## src/design/tgarle_pkg.sv

```systemverilog
// Shared constants and types for the TGA run-length pixel decoder.
package tgarle_pkg;

  localparam int unsigned MAX_PIXEL_BYTES_DEF = 4;
  localparam int unsigned BPP_W    = 3;
  localparam int unsigned DIM_W    = 16;
  localparam int unsigned AREA_W   = 32;
  localparam int unsigned PIXEL_W  = 32;
  localparam int unsigned COUNT_W  = 8;
  localparam int unsigned GATHER_W = 24;

  localparam logic [BPP_W-1:0] BPP_RESET = 3'd3;
  localparam logic [DIM_W-1:0] DIM_RESET = 16'd1;

  localparam int unsigned RUN_FLAG_BIT = 7;
  localparam logic [6:0]  LENGTH_MASK  = 7'h7f;
  localparam int unsigned BYTE_BITS    = 8;

  typedef enum logic [1:0] {
    REG_BPP    = 2'd0,
    REG_WIDTH  = 2'd1,
    REG_HEIGHT = 2'd2
  } cfg_reg_t;

  typedef struct packed {
    logic               is_start;
    logic [PIXEL_W-1:0] pixel;
    logic [COUNT_W-1:0] count;
  } evt_t;

  typedef struct packed {
    logic full;
    logic empty;
  } q_status_t;

endpackage

```

## src/design/tga_rle_pixel_decoder.sv

```systemverilog
// Top level of the TGA run-length pixel decoder with configuration registers.
// Throughput: one payload byte accepted every cycle while the result side keeps up.
// A completed pixel enters the queue at the edge that accepts its last byte, then the
// accounting stage loads the output register from the queue head once the output is free.
// Reset: awaits a packet header, 3 bytes per pixel, 1x1 image, queue and output empty.
// Image size is latched from the registered width*height product at each start mark.
module tga_rle_pixel_decoder #(
  parameter int unsigned MAX_PIXEL_BYTES = tgarle_pkg::MAX_PIXEL_BYTES_DEF
) (
  input  logic                            clk,
  input  logic                            rst_n,
  input  logic                            in_valid,
  output logic                            in_ready,
  input  logic [7:0]                      in_data_byte,
  input  logic                            in_start_mark,
  output logic                            out_valid,
  input  logic                            out_ready,
  output logic [tgarle_pkg::PIXEL_W-1:0]  out_pixel_value,
  output logic [tgarle_pkg::COUNT_W-1:0]  out_repeat_count,
  output logic                            out_image_done,
  input  logic                            cfg_valid,
  output logic                            cfg_ready,
  input  logic [1:0]                      cfg_index,
  input  logic [tgarle_pkg::DIM_W-1:0]    cfg_data
);

  logic [tgarle_pkg::BPP_W-1:0]  bpp_r;
  logic [tgarle_pkg::DIM_W-1:0]  width_r;
  logic [tgarle_pkg::DIM_W-1:0]  height_r;
  logic [tgarle_pkg::AREA_W-1:0] area_r, area_nxt;
  logic                          cfg_we;

  logic                  push;
  logic                  pop;
  tgarle_pkg::evt_t      push_evt;
  tgarle_pkg::evt_t      head_evt;
  tgarle_pkg::q_status_t q_status;

  assign cfg_ready = 1'b1;
  assign cfg_we    = cfg_valid && cfg_ready;

  always_comb begin
    area_nxt = area_r;
    if (cfg_we && cfg_index == tgarle_pkg::REG_WIDTH) begin
      area_nxt = tgarle_pkg::AREA_W'(cfg_data) * tgarle_pkg::AREA_W'(height_r);
    end else if (cfg_we && cfg_index == tgarle_pkg::REG_HEIGHT) begin
      area_nxt = tgarle_pkg::AREA_W'(width_r) * tgarle_pkg::AREA_W'(cfg_data);
    end
  end

  always_ff @(posedge clk) begin
    if (!rst_n) begin
      bpp_r    <= tgarle_pkg::BPP_RESET;
      width_r  <= tgarle_pkg::DIM_RESET;
      height_r <= tgarle_pkg::DIM_RESET;
      area_r   <= tgarle_pkg::AREA_W'(1);
    end else begin
      area_r <= area_nxt;
      if (cfg_we && cfg_index == tgarle_pkg::REG_BPP) begin
        bpp_r <= cfg_data[tgarle_pkg::BPP_W-1:0];
      end
      if (cfg_we && cfg_index == tgarle_pkg::REG_WIDTH) begin
        width_r <= cfg_data;
      end
      if (cfg_we && cfg_index == tgarle_pkg::REG_HEIGHT) begin
        height_r <= cfg_data;
      end
    end
  end

  tgarle_front #(
    .MAX_PIXEL_BYTES(MAX_PIXEL_BYTES)
  ) u_front (
    .clk           (clk),
    .rst_n         (rst_n),
    .in_valid      (in_valid),
    .in_ready      (in_ready),
    .in_data_byte  (in_data_byte),
    .in_start_mark (in_start_mark),
    .bpp           (bpp_r),
    .q_status      (q_status),
    .push          (push),
    .push_evt      (push_evt)
  );

  tgarle_fifo u_fifo (
    .clk      (clk),
    .rst_n    (rst_n),
    .push     (push),
    .push_evt (push_evt),
    .pop      (pop),
    .head_evt (head_evt),
    .status   (q_status)
  );

  tgarle_back u_back (
    .clk              (clk),
    .rst_n            (rst_n),
    .q_status         (q_status),
    .head_evt         (head_evt),
    .pop              (pop),
    .area             (area_r),
    .out_valid        (out_valid),
    .out_ready        (out_ready),
    .out_pixel_value  (out_pixel_value),
    .out_repeat_count (out_repeat_count),
    .out_image_done   (out_image_done)
  );

  a_count_range: assert property (@(posedge clk) disable iff (!rst_n)
    out_valid |-> (out_repeat_count != 8'd0 && out_repeat_count <= 8'd128))
    else $error("repeat count out of range");

  a_queue_sane: assert property (@(posedge clk) disable iff (!rst_n)
    !(q_status.full && q_status.empty))
    else $error("queue full and empty at once");

  a_no_push_full: assert property (@(posedge clk) disable iff (!rst_n)
    push |-> !q_status.full)
    else $error("event pushed into a full queue");

  a_start_no_output: assert property (@(posedge clk) disable iff (!rst_n)
    (pop && head_evt.is_start && out_valid && !out_ready) |=> out_valid)
    else $error("start event disturbed a pending result");

endmodule

```

## src/design/tgarle_front.sv

```systemverilog
// Packet parser: header decode, pixel byte gathering and event generation.
module tgarle_front #(
  parameter int unsigned MAX_PIXEL_BYTES = tgarle_pkg::MAX_PIXEL_BYTES_DEF
) (
  input  logic                          clk,
  input  logic                          rst_n,
  input  logic                          in_valid,
  output logic                          in_ready,
  input  logic [7:0]                    in_data_byte,
  input  logic                          in_start_mark,
  input  logic [tgarle_pkg::BPP_W-1:0]  bpp,
  input  tgarle_pkg::q_status_t         q_status,
  output logic                          push,
  output tgarle_pkg::evt_t              push_evt
);

  logic                                expect_r, expect_nxt;
  logic                                run_r, run_nxt;
  logic [tgarle_pkg::COUNT_W-1:0]      left_r, left_nxt;
  logic [1:0]                          pos_r, pos_nxt;
  logic [tgarle_pkg::GATHER_W-1:0]     gather_r, gather_nxt;

  logic                                accept;
  logic                                hdr;
  logic [tgarle_pkg::BPP_W-1:0]        bpp_eff;
  logic [tgarle_pkg::BPP_W-1:0]        pos_inc;
  logic [tgarle_pkg::PIXEL_W-1:0]      byte_shifted;
  logic [tgarle_pkg::COUNT_W-1:0]      left_dec;
  logic                                pix_done;

  assign in_ready = !q_status.full;
  assign accept   = in_valid && in_ready;
  assign hdr      = in_start_mark || expect_r;

  always_comb begin
    priority if (bpp == '0) begin
      bpp_eff = tgarle_pkg::BPP_W'(1);
    end else if (bpp > tgarle_pkg::BPP_W'(MAX_PIXEL_BYTES)) begin
      bpp_eff = tgarle_pkg::BPP_W'(MAX_PIXEL_BYTES);
    end else begin
      bpp_eff = bpp;
    end
  end

  assign pos_inc      = {1'b0, pos_r} + tgarle_pkg::BPP_W'(1);
  assign byte_shifted = {24'd0, in_data_byte} << {pos_r, 3'b000};
  assign left_dec     = (left_r != '0) ? left_r - 8'd1 : left_r;

  always_comb begin
    expect_nxt      = expect_r;
    run_nxt         = run_r;
    left_nxt        = left_r;
    pos_nxt         = pos_r;
    gather_nxt      = gather_r;
    pix_done        = 1'b0;
    push_evt.is_start = in_start_mark;
    push_evt.pixel    = {8'd0, gather_r} | byte_shifted;
    push_evt.count    = 8'd1;
    if (hdr) begin
      run_nxt    = in_data_byte[tgarle_pkg::RUN_FLAG_BIT];
      left_nxt   = {1'b0, in_data_byte[6:0] & tgarle_pkg::LENGTH_MASK} + 8'd1;
      expect_nxt = 1'b0;
      pos_nxt    = '0;
      gather_nxt = '0;
    end else if (pos_inc < bpp_eff) begin
      gather_nxt = gather_r | byte_shifted[tgarle_pkg::GATHER_W-1:0];
      pos_nxt    = pos_inc[1:0];
    end else begin
      pix_done   = 1'b1;
      pos_nxt    = '0;
      gather_nxt = '0;
      if (run_r) begin
        push_evt.count = (left_r == '0) ? 8'd1 : left_r;
        left_nxt       = '0;
        expect_nxt     = 1'b1;
      end else begin
        left_nxt   = left_dec;
        expect_nxt = (left_dec == '0);
      end
    end
  end

  assign push = accept && (in_start_mark || pix_done);

  always_ff @(posedge clk) begin
    if (!rst_n) begin
      expect_r <= 1'b1;
      run_r    <= 1'b0;
      left_r   <= '0;
      pos_r    <= '0;
      gather_r <= '0;
    end else if (accept) begin
      expect_r <= expect_nxt;
      run_r    <= run_nxt;
      left_r   <= left_nxt;
      pos_r    <= pos_nxt;
      gather_r <= gather_nxt;
    end
  end

endmodule

```

## src/design/tgarle_fifo.sv

```systemverilog
// Two-entry event queue between the packet parser and the image accounting.
module tgarle_fifo (
  input  logic                  clk,
  input  logic                  rst_n,
  input  logic                  push,
  input  tgarle_pkg::evt_t      push_evt,
  input  logic                  pop,
  output tgarle_pkg::evt_t      head_evt,
  output tgarle_pkg::q_status_t status
);

  tgarle_pkg::evt_t mem_r [2];
  logic             wr_ptr_r, wr_ptr_nxt;
  logic             rd_ptr_r, rd_ptr_nxt;
  logic [1:0]       level_r, level_nxt;
  logic             do_push, do_pop;

  assign status.full  = (level_r == 2'd2);
  assign status.empty = (level_r == 2'd0);
  assign do_push      = push && !status.full;
  assign do_pop       = pop && !status.empty;
  assign head_evt     = mem_r[rd_ptr_r];

  always_comb begin
    wr_ptr_nxt = do_push ? !wr_ptr_r : wr_ptr_r;
    rd_ptr_nxt = do_pop ? !rd_ptr_r : rd_ptr_r;
    level_nxt  = level_r + {1'b0, do_push} - {1'b0, do_pop};
  end

  always_ff @(posedge clk) begin
    if (do_push) begin
      mem_r[wr_ptr_r] <= push_evt;
    end
  end

  always_ff @(posedge clk) begin
    if (!rst_n) begin
      wr_ptr_r <= 1'b0;
      rd_ptr_r <= 1'b0;
      level_r  <= '0;
    end else begin
      wr_ptr_r <= wr_ptr_nxt;
      rd_ptr_r <= rd_ptr_nxt;
      level_r  <= level_nxt;
    end
  end

endmodule

```

## src/design/tgarle_back.sv

```systemverilog
// Image accounting: count clipping, completion tracking and output register.
module tgarle_back (
  input  logic                            clk,
  input  logic                            rst_n,
  input  tgarle_pkg::q_status_t           q_status,
  input  tgarle_pkg::evt_t                head_evt,
  output logic                            pop,
  input  logic [tgarle_pkg::AREA_W-1:0]   area,
  output logic                            out_valid,
  input  logic                            out_ready,
  output logic [tgarle_pkg::PIXEL_W-1:0]  out_pixel_value,
  output logic [tgarle_pkg::COUNT_W-1:0]  out_repeat_count,
  output logic                            out_image_done
);

  logic [tgarle_pkg::AREA_W-1:0]  remain_r, remain_nxt;
  logic                           complete_r, complete_nxt;
  logic                           valid_r, valid_nxt;
  logic [tgarle_pkg::PIXEL_W-1:0] pixel_r;
  logic [tgarle_pkg::COUNT_W-1:0] count_r;
  logic                           done_r;

  logic                           silent;
  logic                           load;
  logic [tgarle_pkg::COUNT_W-1:0] clip_count;
  logic [tgarle_pkg::AREA_W-1:0]  remain_sub;

  assign silent = head_evt.is_start || complete_r;
  assign pop    = !q_status.empty && (silent || !valid_r || out_ready);
  assign load   = pop && !silent;

  assign clip_count = ({24'd0, head_evt.count} > remain_r) ?
                      remain_r[tgarle_pkg::COUNT_W-1:0] : head_evt.count;
  assign remain_sub = remain_r - {24'd0, clip_count};

  always_comb begin
    remain_nxt   = remain_r;
    complete_nxt = complete_r;
    valid_nxt    = valid_r && !out_ready;
    if (pop && head_evt.is_start) begin
      remain_nxt   = area;
      complete_nxt = (area == '0);
    end else if (load) begin
      remain_nxt   = remain_sub;
      complete_nxt = (remain_sub == '0);
      valid_nxt    = 1'b1;
    end
  end

  always_ff @(posedge clk) begin
    if (load) begin
      pixel_r <= head_evt.pixel;
      count_r <= clip_count;
      done_r  <= (remain_sub == '0);
    end
  end

  always_ff @(posedge clk) begin
    if (!rst_n) begin
      remain_r   <= tgarle_pkg::AREA_W'(1);
      complete_r <= 1'b0;
      valid_r    <= 1'b0;
    end else begin
      remain_r   <= remain_nxt;
      complete_r <= complete_nxt;
      valid_r    <= valid_nxt;
    end
  end

  assign out_valid        = valid_r;
  assign out_pixel_value  = pixel_r;
  assign out_repeat_count = count_r;
  assign out_image_done   = done_r;

endmodule
```

## config.mk

```make
export PLATFORM = sky130hd
export DESIGN_NAME = tga_rle_pixel_decoder
export DESIGN_NICKNAME = d
export VERILOG_FILES = /design/src/design/tgarle_pkg.sv /design/src/design/tga_rle_pixel_decoder.sv /design/src/design/tgarle_front.sv /design/src/design/tgarle_fifo.sv /design/src/design/tgarle_back.sv
export SDC_FILE = /design/constraint.sdc
export NUM_CORES = 2
export LEC_CHECK = 0
export ABC_AREA = 1
export BUFFER_PORTS_ARGS = -buffer_cell sky130_fd_sc_hd__buf_2
export CAP_MARGIN = 20
export CORE_ASPECT_RATIO = 2
export CORE_MARGIN = 3
export CORE_UTILIZATION = 40
export CTS_BUF_LIST = sky130_fd_sc_hd__clkbuf_8
export CTS_CLUSTER_DIAMETER = 50
export DETAILED_ROUTE_END_ITERATION = 12
export PLACE_DENSITY = 0.59
export SYNTH_ARGS = -nofsm -noshare
export SYNTH_HDL_FRONTEND = slang
export SYNTH_SLANG_ARGS = --single-unit
```

## constraint.sdc

```tcl
create_clock -name clk -period 6.5 [get_ports clk]
set_input_delay 0.325 -clock clk [delete_from_list [all_inputs] [get_ports clk]]
set_output_delay 0.325 -clock clk [all_outputs]
set_load 0.01 [all_outputs]
```

# Word-level counts from Yosys, hierarchy flattened
# Memory sizes are Yosys's and may differ from the RTL's. A register that Yosys moved wholly into a read port is not among the register bits.
# Index checks and enable logic that the tools add are counted.
# classes
add_sub_neg	6
n_mul	2
order_cmp	3
n_eq_ne	4
shifts	1
mux	32
n_bitwise	2
reduce_logical	35
# op_table
operator	n
32-bit 2-to-1 mux	4
8-bit 2-to-1 mux	9
32-bit logical NOT	2
16-bit by 16-bit multiplier with 32-bit output	2
24-bit 2-to-1 mux	2
8-bit by 32-bit > comparator with 1-bit output	1
24-bit by 32-bit bitwise OR with 32-bit output	1
8-bit by 5-bit left shift with 32-bit output	1
32-bit by 8-bit subtractor with 32-bit output	1
24-bit bitwise OR	1
8-bit logical NOT	2
1-bit 2-to-1 mux	13
1-bit logical AND	11
7-bit by 1-bit adder with 8-bit output (second input constant)	1
8-bit nonzero test	1
8-bit by 1-bit subtractor with 8-bit output (second input constant)	1
1-bit logical NOT	7
3-bit 2-to-1 mux	2
1-bit logical OR	5
2-bit equality test (second input constant)	2
2-bit logical NOT	2
2-bit 2-to-1 mux	2
2-bit AND reduction	2
2-bit nonzero test	2
8 further kinds	8
# totals
reg_bits	182
ramBits	82
in_bits	32
out_inout_bits	44
word_cells	104
memories	1
# memory_table
memory	words	width	rd	rd_clocked_by_memory_dff	wr	line	source
u_fifo.mem_r	2	41	1	1	1	tgarle_fifo.sv:12	tgarle_pkg::evt_t mem_r [2];

# Longest topological paths before layout
# depth
depth_word	11
mapped_depth	30
mapped_depth_nobuf	28

# Cells and area by module
# From an unflattened synthesis, not the netlist that was laid out.
# unflattened
cells_unflattened	4139
hier_area_um2	31296.3
# by_module_without_submodules
module	instances	cells_per_inst	area_per_inst_um2	seq_area_each_um2
tga_rle_pixel_decoder	1	3024	21136.5	1341.3
tgarle_back	1	637	4654.5	1911.8
tgarle_fifo	1	166	3413.3	2562.5
tgarle_front	1	312	2092.0	720.7

# Worst setup path after synthesis
# No wires, ideal clock.
# synth_timing
kind	input to register
startpoint	input port cfg_data[1] (netlist bit)
endpoint	register area_r[21] (netlist bit)
setup_ns	0.070
arrival_ns	5.461
t_required_ns	6.430
slack_ns	0.969
path_stages	22
path_buffers	2
path_cell_list	clkbuf_1 -> clkbuf_1 -> nand2_1 -> fa_1 -> fa_1 -> fa_1 -> fa_1 -> inv_1 -> fa_1 -> inv_1 -> fa_1 -> inv_1 -> ha_1 -> nand2_1 -> nor2_1 -> nand4_1 -> o211ai_1 -> nand3_1 -> a21o_1 -> nand3_1 -> nand2_1 -> a21oi_1
# synth_between
elab_chain_cells	3
elab_cells_between_ends	4
cone_classes	mul: 2; mux: 2
# synth_lines
item	line	source
start: declaration	tga_rle_pixel_decoder.sv:24	input logic [tgarle_pkg::DIM_W-1:0] cfg_data
16-bit by 16-bit multiplier with 32-bit output	tga_rle_pixel_decoder.sv:47	area_nxt = tgarle_pkg::AREA_W'(width_r) * tgarle_pkg::AREA_W'(cfg_data);
32-bit 2-to-1 mux	tga_rle_pixel_decoder.sv:46	end else if (cfg_we && cfg_index == tgarle_pkg::REG_HEIGHT) begin
32-bit 2-to-1 mux *	tga_rle_pixel_decoder.sv:44	if (cfg_we && cfg_index == tgarle_pkg::REG_WIDTH) begin
end signal: assignment	tga_rle_pixel_decoder.sv:56	area_r <= tgarle_pkg::AREA_W'(1);
end signal: assignment	tga_rle_pixel_decoder.sv:58	area_r <= area_nxt;
end: declaration	tga_rle_pixel_decoder.sv:30	logic [tgarle_pkg::AREA_W-1:0] area_r, area_nxt;
# Every way passes the cells marked *; elsewhere a longest branch is shown, timed or not. The select of a mux whose other input is x is not followed.
# A chain may end at the register's enable or synchronous reset.

# Final worst setup path
# layout_timing
startpoint	register width_r[5] (netlist bit)
endpoint	register area_r[24] (netlist bit)
# layout_between
elab_chain_cells	3
# layout_lines
item	line	source
start: declaration	tga_rle_pixel_decoder.sv:28	logic [tgarle_pkg::DIM_W-1:0] width_r;
start signal: assignment	tga_rle_pixel_decoder.sv:54	width_r <= tgarle_pkg::DIM_RESET;
start signal: assignment	tga_rle_pixel_decoder.sv:63	width_r <= cfg_data;
16-bit by 16-bit multiplier with 32-bit output	tga_rle_pixel_decoder.sv:47	
32-bit 2-to-1 mux	tga_rle_pixel_decoder.sv:46	
32-bit 2-to-1 mux	tga_rle_pixel_decoder.sv:44	
# No other way between the ends. The select of a mux whose other input is x is not followed.

==> flow_summary.json <==
{
  "clock-sinks": 265,
  "num_rows": 141,
  "finalHoldViolations": 0,
  "drc": 0,
  "ios": 76,
  "final_cell_mix": "nand2_1 (1066), inv_1 (888), fa_1 (389)",
  "antenna_found_initial": 2,
  "hpwl_um": 78000,
  "synthArstFlopShare": 0,
  "period_share": 0.961,
  "yosysTopAreaCellShare": 0.259,
  "cts_buffers": 42,
  "setup_viol": 0,
  "ctsLongestPathBuffers": 3,
  "syn-num-nets": 4600,
  "status": "complete, no violations",
  "firstDrtPassIters": 8,
  "drv_slew": 0,
  "gr-total-overflow": 0,
  "syn_avg_cell_area_um2": 7.63,
  "grt_pass1_vias": 27100,
  "critPathCaptureType": "flop",
  "p_sw_mw": 5.23,
  "cp_slowest_cell": "dfxtp_1",
  "vias_per_cell": 5.04,
  "drt-total-wl_um": 95500,
  "synth_flop_cell": "dfxtp_1",
  "cpLargestDelayFamily": "adder cells",
  "tns_ns": 0,
  "drive_gt1_frac": 0.0797,
  "ys_warn_count": 0,
  "grt_pass1_wl_um": 148000,
  "syn_inst": 3946,
  "layout_min_cycle_time_ns": 6.24,
  "die_w_um": 200,
  "root_buffer": "clkbuf_8",
  "layout_commonest_cell": "nand2_1",
  "cts-htree-levels": 2,
  "synth.distinct_cells": 47,
  "core-area_mm2": 0.0743,
  "antenna_left": 0,
  "ys_seq_area_frac": 0.217,
  "instances_no_fill": 5041,
  "crit_path_max_fanout": 14,
  "synth.largest_area_cell": "fa_1",
  "syn2layout_area_growth_pct": 9.25,
  "grt_max_degree": 70,
  "max_freq_mhz": 160,
  "sw_frac_of_total": 0.518,
  "grtUsageTotal": 0.246,
  "synthTopCellsByArea": "fa_1 (26%), nand2_1 (13%), edfxtp_1 (12%)",
  "cp-start-kind": "flop",
  "pwr-share-clk": 0.147,
  "layout.nets": 4658,
  "vdd_ir_drop_max_mv": 0.212,
  "path_clk_slew_ns": 0.07,
  "syn_area_mm2": 0.0301,
  "initial_utilization": 0.405,
  "place.gp.congestion": 0.960,
  "cp.arrival_ns": 6.75,
  "worst-path-buf-inv": 7,
  "required_ns": 7.01,
  "placedCellCount": 4960,
  "drt-initial-drc-count": 1263,
  "die_area_mm2": 0.0788,
  "synth_edf_count": 123,
  "io_buffers": 74,
  "worst_pin_slew_ns": 0.964,
  "combPwrFrac": 0.619,
  "cts_tree": "yes",
  "rsz0062_at_grt": "no",
  "worstHoldPathType": "primary input to flop",
  "routedWlPerCell_um": 18.9,
  "fin_worst_skew_ns": 0.0557,
  "drv_cap": 0,
  "p_leak_nw": 17.5,
  "insertion_delay_ns": 0.62,
  "die_y_um": 394,
  "power.density_mw_per_mm2": 308,
  "ys_ff_latch": 265,
  "relSlewSlack": 0.352,
  "max_stage_delay_ns": 0.73,
  "vias": 25400,
  "seqPwrFrac": 0.234,
  "whs_ns": 0.134,
  "path_class": "flop to flop",
  "cp_cell_sequence": "nand2_1, fa_1, inv_1, fa_1, inv_1, fa_1, inv_1, fa_1, fa_1, inv_1, fa_1, inv_1, ha_1, a21oi_1, o21ai_0, o21bai_1, a21oi_1, o21ai_0, o21ai_0, buf_4, nand3_1, nand2_1, inv_1",
  "p_int_mw": 4.88
}
[worst register-to-register path: cells and delay by family (launching register included)]
family,cells,cell delay (ns)
AND/OR/NAND/NOR,3,0.29
adder cells (fa/ha/maj),7,3.24
buffers and inverters,7,0.54
AO/OA/AOI/OAI,6,1.36
flip-flops,1,0.73
[path summary, 6_finish.rpt]
check             startpoint               to  slack (ns)  cells after the start
min reg2reg  u_fifo.rd_ptr_r  u_fifo.rd_ptr_r        0.46                      1
max               width_r[5]       area_r[24]        0.26                     23
min          in_data_byte[7]    u_front.run_r        0.13                      3
max reg2reg       width_r[5]       area_r[24]        0.26                     23
[Yosys cell counts, drive strengths merged, types with 5 or more instances]
master / count
a21o: 9
a21oi: 177
a31oi: 39
buf: 12
clkbuf: 173
dfxtp: 142
edfxtp: 123
fa: 389
ha: 233
inv: 895
nand2: 1068
nand3: 87
nand3b: 5
nand4: 34
nor2: 227
nor3: 41
nor4: 14
o211ai: 10
o21ai: 169
o21bai: 20
or2: 23
xnor2: 11
xor2: 20
[flip-flops by register name, indices dropped and copies added, names as in the netlist, 2 cells and up, named ones only]
register                 count
u_back.remain_r             32
area_r                      32
u_front.left_r               8
width_r                     16
u_fifo.level_r               2
height_r                    16
u_back.out_repeat_count      8
u_back.out_pixel_value      32
bpp_r                        3
u_fifo.mem_r                82
u_front.gather_r            24
u_front.pos_r                2
[power groups by stage]
stage               Combinational [mW]  Clock [mW]  Sequential [mW]
floorplan                         4.14           0             2.34
finish                            6.26        1.48             2.37
detailed placement                6.21           0             2.40
CTS                               6.25        1.52             2.37
global placement                  6.20           0             2.40
global route                      6.98        1.58             2.40
[metal layers]
metal / wire length (um) / track usage
met3: 3370 / 0.0225
met4: 9290 / 0.188
met1: 30900 / 0.233
met2: 52000 / 0.473
met5: 0 / 0
[metrics by stage]
step                utilization  total power [mW]  worst slack (ns)  cell area (um^2)
global route              0.443              11.0           0.00740             32900
finish                    0.443              10.1             0.256             32900
detailed placement        0.431              8.61             0.133             32000
global placement          0.431              8.60             0.163             32000
CTS                       0.442              10.1             0.119             32900
floorplan                     -              6.48             0.969             30100
[cell families (layout without fill, tap and decap cells)]
| group | count (synthesis) | after routing | synth area share |
|---|---|---|---|
| and+or+nand+nor | 1499 | 1499 | 0.201 |
| buffers and inverters | 1084 | 1176 | 0.136 |
| adders and majority gates | 622 | 622 | 0.356 |
| AOI/OAI and AO/OA | 443 | 443 | 0.0809 |
| DFF | 265 | 265 | 0.217 |
| xor gates and xnor gates | 31 | 31 | 0.00902 |
| other | 1 | 3 | 0.000125 |
| muxes | 1 | 1 | 0.000333 |
[area by class of cell]
cell class	count	area, um^2
tap	1001	1250
timing repair buffer	199	1370
fill	7560	41400
clock buffer	46	633
sequential	265	6540
multi-input combinational	2597	19500
inverter	899	3370
clock inverter	32	216
antenna	2	5.00
[repair_timing]
action,4_1_cts,5_1_grt
gates resized for setup,0,3
hold endpoints to repair,2,0
buffers inserted,0,0
hold buffers,1,0
endpoints found under the setup margin,0,5
No activity file was read; power rests on OpenSTA's default activity.
